`src/rtl/spq_pkg.sv`:
```
// Package with the shared constants and types of the sorted priority queue.
package spq_pkg;

    // Number of cells in the queue.
    localparam int DEPTH = 16;
    // Width of the entry count, which must hold DEPTH itself.
    localparam int CNT_W = $clog2(DEPTH + 1);
    // Fixed widths of the beat fields and configuration registers.
    localparam int VAL_W = 32;
    localparam int OCC_W = 5;
    localparam int CAP_W = 5;
    localparam int CFG_W = 5;

    // Configuration register indexes.
    localparam logic CFG_ORDER_MODE = 1'b0;
    localparam logic CFG_CAPACITY   = 1'b1;

    // Input actions.
    localparam logic ACT_ENQUEUE = 1'b0;
    localparam logic ACT_DEQUEUE = 1'b1;

    // Result status codes.
    typedef enum logic [1:0] {
        ST_DONE  = 2'd0,
        ST_FULL  = 2'd1,
        ST_EMPTY = 2'd2
    } t_status;

    // Control broadcast to every cell.
    typedef struct packed {
        logic ins;   // insert the new value this cycle
        logic rem;   // remove the head this cycle
        logic desc;  // descending order: larger values go first
    } t_cell_ctl;

endpackage

```
`src/rtl/spq_in_if.sv`:
```
// Input channel: action and value under a valid/ready handshake.
interface spq_in_if
    import spq_pkg::*;
();
    logic                    valid;
    logic                    ready;
    logic                    action;
    logic signed [VAL_W-1:0] value;

    modport source (output valid, output action, output value, input ready);
    modport sink   (input valid, input action, input value, output ready);
endinterface

```
`src/rtl/spq_out_if.sv`:
```
// Result channel: status, removed value and occupancy under a valid/ready handshake.
interface spq_out_if
    import spq_pkg::*;
();
    logic                    valid;
    logic                    ready;
    t_status                 status;
    logic signed [VAL_W-1:0] removed_value;
    logic [OCC_W-1:0]        occupancy;

    modport source (output valid, output status, output removed_value, output occupancy,
                    input ready);
    modport sink   (input valid, input status, input removed_value, input occupancy,
                    output ready);
endinterface

```
`src/rtl/spq_cell.sv`:
```
// One cell of the sorted chain: holds one entry and trades it with its neighbors.
module spq_cell
    import spq_pkg::*;
(
    input  logic                    i_clk,
    input  t_cell_ctl               i_ctl,
    input  logic signed [VAL_W-1:0] i_value,
    input  logic                    i_occ,
    input  logic                    i_tail,
    input  logic                    i_hit,
    output logic                    o_hit,
    input  logic signed [VAL_W-1:0] i_left,
    input  logic signed [VAL_W-1:0] i_right,
    output logic signed [VAL_W-1:0] o_val
);

    logic signed [VAL_W-1:0] r_val;
    logic                    w_before;
    logic                    w_take_new;
    logic                    w_shift;

    // Does the new value strictly precede this entry under the current order?
    assign w_before = i_ctl.desc ? (i_value > r_val) : (i_value < r_val);

    // The first held entry that the new value precedes marks the insert place.
    assign o_hit = i_hit | (i_occ & w_before);

    // Take the new value at the insert place, or at the tail when nothing matched.
    assign w_take_new = !i_hit && ((i_occ && w_before) || i_tail);
    // Behind the insert place, every held entry and the tail move back one cell.
    assign w_shift    = i_hit && (i_occ || i_tail);

    // Entry register.
    always_ff @(posedge i_clk) begin
        if (i_ctl.ins) begin
            if (w_take_new) begin
                r_val <= i_value;
            end else if (w_shift) begin
                r_val <= i_left;
            end
        end else if (i_ctl.rem) begin
            r_val <= i_right;
        end
    end

    assign o_val = r_val;

endmodule

```
`src/rtl/sorted_priority_queue.sv`:
```
// Top level of the sorted priority queue: a chain of entry cells with count and result register.
//
//   channel   direction  beat fields                               accepted when
//   i_in      in         action, value                             valid && ready
//   o_res     out        status, removed_value, occupancy          valid && ready
//   i_cfg_*   in         index (0 order_mode, 1 capacity_limit)    i_cfg_we high
//
// A new item is accepted in every cycle unless a result is stalled. The clock period is set by
// the match signal that ripples from the head cell to the tail cell to find the insert place.
// A synchronous active-low reset empties the queue and restores ascending order and full
// capacity; the entry cells themselves are not cleared.
// While a result waits on a stalled output, no new item is accepted.
module sorted_priority_queue
    import spq_pkg::*;
(
    input  logic             i_clk,
    input  logic             i_rst_n,
    spq_in_if.sink           i_in,
    spq_out_if.source        o_res,
    input  logic             i_cfg_we,
    input  logic             i_cfg_idx,
    input  logic [CFG_W-1:0] i_cfg_data
);

    logic                    r_desc;
    logic [CAP_W-1:0]        r_cap;
    logic [CNT_W-1:0]        r_count;
    logic [CNT_W-1:0]        n_count;
    logic                    r_ovalid;
    t_status                 r_status;
    t_status                 n_status;
    logic signed [VAL_W-1:0] r_removed;
    logic signed [VAL_W-1:0] n_removed;
    logic [OCC_W-1:0]        r_occ;

    logic                    w_accept;
    logic                    w_full;
    logic                    w_empty;
    t_cell_ctl               w_ctl;

    logic signed [VAL_W-1:0] w_val [DEPTH];
    logic [DEPTH:0]          w_hit;

    // Input side is free when no result waits or the waiting one leaves now.
    assign i_in.ready = !r_ovalid || o_res.ready;
    assign w_accept   = i_in.valid && i_in.ready;

    // Full when the count reaches the limit or the physical depth.
    assign w_full  = ({{CNT_W{1'b0}}, r_cap} <= {{CAP_W{1'b0}}, r_count})
                     || (r_count == CNT_W'(DEPTH));
    assign w_empty = (r_count == '0);

    // Cell control for this cycle.
    always_comb begin
        w_ctl.ins  = w_accept && (i_in.action == ACT_ENQUEUE) && !w_full;
        w_ctl.rem  = w_accept && (i_in.action == ACT_DEQUEUE) && !w_empty;
        w_ctl.desc = r_desc;
    end

    // Chain of cells, head at index 0.
    assign w_hit[0] = 1'b0;
    for (genvar g = 0; g < DEPTH; g++) begin : g_cell
        logic signed [VAL_W-1:0] w_left;
        logic signed [VAL_W-1:0] w_right;

        if (g == 0) begin : g_head
            assign w_left = i_in.value;
        end else begin : g_body
            assign w_left = w_val[g-1];
        end
        if (g == DEPTH - 1) begin : g_last
            assign w_right = w_val[g];
        end else begin : g_mid
            assign w_right = w_val[g+1];
        end

        spq_cell u_cell (
            .i_clk   (i_clk),
            .i_ctl   (w_ctl),
            .i_value (i_in.value),
            .i_occ   (CNT_W'(g) < r_count),
            .i_tail  (CNT_W'(g) == r_count),
            .i_hit   (w_hit[g]),
            .o_hit   (w_hit[g+1]),
            .i_left  (w_left),
            .i_right (w_right),
            .o_val   (w_val[g])
        );
    end

    // Next count and result fields.
    always_comb begin
        n_count   = r_count;
        n_status  = ST_DONE;
        n_removed = '0;
        if (i_in.action == ACT_ENQUEUE) begin
            if (w_full) begin
                n_status = ST_FULL;
            end else begin
                n_count = r_count + CNT_W'(1);
            end
        end else begin
            if (w_empty) begin
                n_status = ST_EMPTY;
            end else begin
                n_count   = r_count - CNT_W'(1);
                n_removed = w_val[0];
            end
        end
    end

    // Configuration registers, count and result valid.
    always_ff @(posedge i_clk) begin
        if (!i_rst_n) begin
            r_desc   <= 1'b0;
            r_cap    <= CAP_W'(16);
            r_count  <= '0;
            r_ovalid <= 1'b0;
        end else begin
            if (i_cfg_we) begin
                case (i_cfg_idx)
                    CFG_ORDER_MODE: r_desc <= i_cfg_data[0];
                    CFG_CAPACITY:   r_cap  <= i_cfg_data[CAP_W-1:0];
                    default:        r_desc <= r_desc;
                endcase
            end
            if (w_accept) begin
                r_count  <= n_count;
                r_ovalid <= 1'b1;
            end else if (o_res.ready) begin
                r_ovalid <= 1'b0;
            end
        end
    end

    // Result payload register.
    always_ff @(posedge i_clk) begin
        if (w_accept) begin
            r_status  <= n_status;
            r_removed <= n_removed;
            r_occ     <= OCC_W'(n_count);
        end
    end

    assign o_res.valid         = r_ovalid;
    assign o_res.status        = r_status;
    assign o_res.removed_value = r_removed;
    assign o_res.occupancy     = r_occ;

endmodule
```
`src/flat_wrapper.sv`:
```
// flat-port wrapper written by rule: the top's interface ports become plain ports
module sorted_priority_queue_flat import spq_pkg::*;
  (i_clk, i_rst_n, i_cfg_we, i_cfg_idx, i_cfg_data, i_in_valid, i_in_action, i_in_value, i_in_ready, o_res_valid, o_res_status, o_res_removed_value, o_res_occupancy, o_res_ready);
  spq_in_if i_in_i ();
  spq_out_if o_res_i ();
  input  logic i_clk;
  input  logic i_rst_n;
  input  logic i_cfg_we;
  input  logic i_cfg_idx;
  input  logic [CFG_W-1:0] i_cfg_data;
  input wire logic [$bits(i_in_i.valid)-1:0] i_in_valid;
  input wire logic [$bits(i_in_i.action)-1:0] i_in_action;
  input wire logic [$bits(i_in_i.value)-1:0] i_in_value;
  output wire logic [$bits(i_in_i.ready)-1:0] i_in_ready;
  output wire logic [$bits(o_res_i.valid)-1:0] o_res_valid;
  output wire logic [$bits(o_res_i.status)-1:0] o_res_status;
  output wire logic [$bits(o_res_i.removed_value)-1:0] o_res_removed_value;
  output wire logic [$bits(o_res_i.occupancy)-1:0] o_res_occupancy;
  input wire logic [$bits(o_res_i.ready)-1:0] o_res_ready;
  assign i_in_i.valid = i_in_valid;
  assign i_in_i.action = i_in_action;
  assign i_in_i.value = i_in_value;
  assign i_in_ready = i_in_i.ready;
  assign o_res_valid = o_res_i.valid;
  assign o_res_status = o_res_i.status;
  assign o_res_removed_value = o_res_i.removed_value;
  assign o_res_occupancy = o_res_i.occupancy;
  assign o_res_i.ready = o_res_ready;
  sorted_priority_queue u_core (.i_clk(i_clk), .i_rst_n(i_rst_n), .i_in(i_in_i), .o_res(o_res_i), .i_cfg_we(i_cfg_we), .i_cfg_idx(i_cfg_idx), .i_cfg_data(i_cfg_data));
endmodule
```
`config.mk`:
```
export PLATFORM = sky130hd
export DESIGN_NAME = sorted_priority_queue_flat
export DESIGN_NICKNAME = d
export VERILOG_FILES = /design/src/rtl/spq_pkg.sv /design/src/rtl/spq_in_if.sv /design/src/rtl/spq_out_if.sv /design/src/rtl/spq_cell.sv /design/src/rtl/sorted_priority_queue.sv /design/src/flat_wrapper.sv
export SDC_FILE = /design/constraint.sdc
export NUM_CORES = 2
export LEC_CHECK = 0
export ABC_CLOCK_PERIOD_IN_PS = 22600
export BUFFER_PORTS_ARGS = -buffer_cell sky130_fd_sc_hd__clkbuf_2
export CAP_MARGIN = 20
export CELL_PAD_IN_SITES_DETAIL_PLACEMENT = 1
export CELL_PAD_IN_SITES_GLOBAL_PLACEMENT = 1
export CORE_ASPECT_RATIO = 0.9
export CORE_MARGIN = 4
export CORE_UTILIZATION = 46
export CTS_BUF_LIST = sky130_fd_sc_hd__clkbuf_4 sky130_fd_sc_hd__clkbuf_8
export DETAILED_ROUTE_END_ITERATION = 7
export PLACE_DENSITY_LB_ADDON = 0.3
export SKIP_CTS_REPAIR_TIMING = 1
export SLEW_MARGIN = 20
export SYNTH_ARGS = -nofsm -noshare
export SYNTH_HDL_FRONTEND = slang
export SYNTH_SLANG_ARGS = --single-unit
```
`constraint.sdc`:
```
create_clock -name i_clk -period 22.6 [get_ports i_clk]
set_input_delay 1.13 -clock i_clk [delete_from_list [all_inputs] [get_ports i_clk]]
set_output_delay 1.13 -clock i_clk [all_outputs]
set_load 0.005 [all_outputs]
```
==> flow_summary_export.csv <==
group,metric,value,unit
cts,cts_made_buffers,102,
timing,worstMarginPinSlew,1.22,ns
layout,area_delta_synth_final,9.15,%
worst_hold_path,worstHoldPathType,"flop to flop",
setup_path,crit_required,23.07,ns
setup_path,crit_path_start_kind,"flop",
cts,root_buffer,"clkbuf_8",
synthesis,syn-cell-area,0.0417,mm^2
synthesis,yosysSeqAreaShare,0.403,
cts,clkLatencyLatePin,0.76,ns
global_routing,grt_pass1_wl,202000,um
power,p_leak,20.2,nW
synthesis,synth_adder_area_share,0.157,
setup_path,r2r_start,"u_core.r_count[2]",
floorplanning,fp-row-count,104,
floorplanning,die-area,0.0955,mm^2
floorplanning,die_height,294,um
global_routing,antenna_found_initial,1,
layout,layout_commonest_cell,"edfxtp_1",
synthesis,syn-num-nets,4964,
timing,rsz0062_at_grt,"no",
cts,cts.clk_slew.worst_paths,0.06,ns
setup_path,path_class,"flop to flop",
synthesis,yosys.area_share.xor_xnor,0.000840,
layout,fin_cells,5698,
synthesis,synth_compound_area_frac,0.141,
setup_path,critical_path_cell_count,14,
synthesis,syn_inst,4398,
synthesis,synth_cell_type_count,78,
outcome,status,"completed",
route,via_per_inst,5.87,
synthesis,synth_ff_type,"edfxtp_1",
timing,fin_ws,16.45,ns
layout,layout_common_cells,"edfxtp_1, nand2_1, ha_1, inv_1, mux2i_1",
cts,htree_levels,3,
power,power,0.00387,W
global_routing,grt_pass1_vias,35500,
synthesis,yosysTopAreaCell,"edfxtp_1",
global_routing,grt_max_degree,242,
setup_path,critPathMaxFanout,89,
job,cap_violations,0,
cts,clk_path_buf_depth,3,
setup_path,r2r_slack,16.45,ns
synthesis,yosysWarnings,0,
layout,finalNetCount,5015,
timing,max_freq,162,MHz
floorplanning,core-area,0.0897,mm^2
timing,setup_tns,0,ns
layout,fill_cells,10200,
cts,tritoncts,"done",
placement,place_congestion,0.894,
setup_path,crit_family,"buffers and inverters",
setup_path,crit_end,"u_core.g_cell[10].u_cell.o_val[9]",
layout,drive_above_1_share,0.0788,
route,routedWlPerCell,22.8,um
timing,drv_slew,0,
power,ir_drop,47.9,uV
setup_path,cpMostUsedCell,"buf_4",
setup_path,cp-end-kind,"flop",
floorplanning,ios,85,
floorplanning,initial_core_util,0.465,
setup_path,reg2reg_to,"u_core.g_cell[10].u_cell.o_val[9]",
synthesis,synth_top_family_by_area,"adder cells",
placement,dp_hpwl,95400,um
power,p_per_area,85.1,mW/mm^2
route,vias,33400,
synthesis,synth-seq-cells,563,
placement,portBuffers,84,
route,wl,130000,um
setup_path,path_buf_inv,5,
setup_path,worstPathCellList,"buf_4, clkinv_1, ha_1, o21a_1, o21ai_0, nand2b_1, a21oi_1, a311oi_1, nor2b_1, nand2_4, buf_4, buf_4, o21ai_4, buf_16",
synthesis,syn_avg_cell_area,9.48,um^2
setup_path,cp.arrival,6.62,ns
global_routing,grtUsageTotal,0.266,
synthesis,yosys.area_share.simple,0.115,
route,firstDrtPassIters,5,
cts,clock-sinks,563,
setup_path,cp_slowest_cell,"a311oi_1",
route,ant_nets,0,
global_routing,overflow,0,
timing,worst_slew_margin_rel,0.184,
floorplanning,die_x,325,um
setup_path,critPathMaxStageDelay,0.70,ns
timing,fin_crit,6.15,ns
timing,hold_viol,0,
synthesis,synth_top_area_frac,0.397,
synthesis,async_reset_ff_frac,0,
synthesis,synth_edf_count,551,
placement,preCtsSetupSlack,16.20,ns
route,drc,0,
timing,finalClockSkew,0.0452,ns
setup_path,reg2regPathDepth,14,
placement,dp_cells,5509,
timing,finalCritPeriodShare,0.272,
setup_path,critPathLaunch,"u_core.r_count[2]",
synthesis,synth.area.top_cells,"edfxtp_1, ha_1, mux2i_1",
synthesis,synthMuxAreaShare,0.113,
layout,utilization,0.508,
route,dr.first_iter.drc_count,2260,
timing,setup_viol,0,
==> worst min-delay path by stage <==
stage,start,end,slack [ns],cells past startpoint
after floorplan,u_core.r_cap[0],u_core.r_cap[0],0.44,2
after global placement,u_core.r_cap[0],u_core.r_cap[0],0.46,2
after detailed placement,u_core.r_cap[0],u_core.r_cap[0],0.47,2
after CTS,u_core.r_cap[0],u_core.r_cap[0],0.48,2
after global routing,u_core.r_cap[1],u_core.r_cap[1],0.50,2
final,u_core.r_cap[1],u_core.r_cap[1],0.48,2
==> synthesized netlist by cell type (5+ instances only) <==
cell type / n
a21boi_0: 13
nand3_1: 50
a211o_1: 8
inv_1: 521
clkbuf_1: 169
and4_1: 15
nand4_1: 91
a221o_1: 5
o31ai_1: 8
nor3_1: 35
o21bai_1: 6
and3_1: 13
nor4_1: 22
o21a_1: 21
a21oi_1: 270
a221oi_1: 7
nand2_1: 541
mux2_1: 32
o211ai_1: 23
o21ai_1: 241
o21ai_0: 279
ha_1: 522
dfxtp_1: 12
o31a_1: 5
edfxtp_1: 551
nor2b_1: 32
buf_2: 22
and2_1: 11
a31oi_1: 18
a211oi_1: 34
nor2_1: 212
mux2i_1: 433
o2111ai_1: 6
nand2b_1: 12
buf_6: 12
buf_4: 6
a21o_1: 49
or4_1: 6
or3_1: 6
==> registers in the layout (all words and copies together) (netlist names) <==
name / flops
u_core.o_res.status: 2
u_core.g_cell.u_cell.o_val: 512
u_core.o_res.occupancy: 5
u_core.r_count: 5
u_core.o_res.removed_value: 32
u_core.r_desc: 1
u_core.r_cap: 5
u_core.o_res.valid: 1
==> stage by stage <==
| stage | hold slack, ns | cell area, um^2 |
|---|---|---|
| 2_1_floorplan | 0.443 | 41700 |
| 3_3_place_gp | 0.455 | 43400 |
| 3_5_place_dp | 0.472 | 43400 |
| 4_1_cts | 0.480 | 45500 |
| 5_1_grt | 0.501 | 45500 |
| 6_report | 0.480 | 45500 |
==> worst reg2reg max path, stage by stage (launching register included) <==
cell and delay [ns]:
dfxtp_1 0.32, buf_4 0.22, clkinv_1 0.41, ha_1 0.46, o21a_1 0.11, o21ai_0 0.06, nand2b_1 0.07, a21oi_1 0.07
a311oi_1 0.70, nor2b_1 0.56, nand2_4 0.61, buf_4 0.67, buf_4 0.61, o21ai_4 0.75, buf_16 0.23
==> layer usage <==
layer	up-vias	GRT usage	wire [um]
li1	15900	-	-
met1	16600	0.342	57500
met2	720	0.459	61700
met3	242	0.0333	5100
met4	2	0.106	5260
met5	-	0	92
==> where the power goes <==
part | switching (W) | internal (W)
combinational | 0.000861 | 0.000482
clock | 0.000478 | 0.000525
sequential | 0.000125 | 0.00140
==> logic make-up after synthesis <==
| group | after synthesis |
|---|---|
| flip-flops | 563 |
| buffers and inverters | 736 |
| XOR/XNOR | 4 |
| AND/OR/NAND/NOR | 1069 |
| AO/OA/AOI/OAI | 1036 |
| adder cells (fa/ha/maj) | 522 |
| multiplexers | 468 |
==> cell type report <==
cell class	count	area, um^2	area share
Antenna cell	1	2.50	0.0000550
Tap cell	1166	1460	0.0321
Clock inverter	51	347	0.00762
Sequential cell	563	16800	0.369
Inverter	523	1960	0.0431
Multi-Input combinational cell	3099	22200	0.488
Timing Repair Buffer	160	1080	0.0238
Clock buffer	135	1660	0.0366
Note: power is estimated with default switching activity, not from simulation.
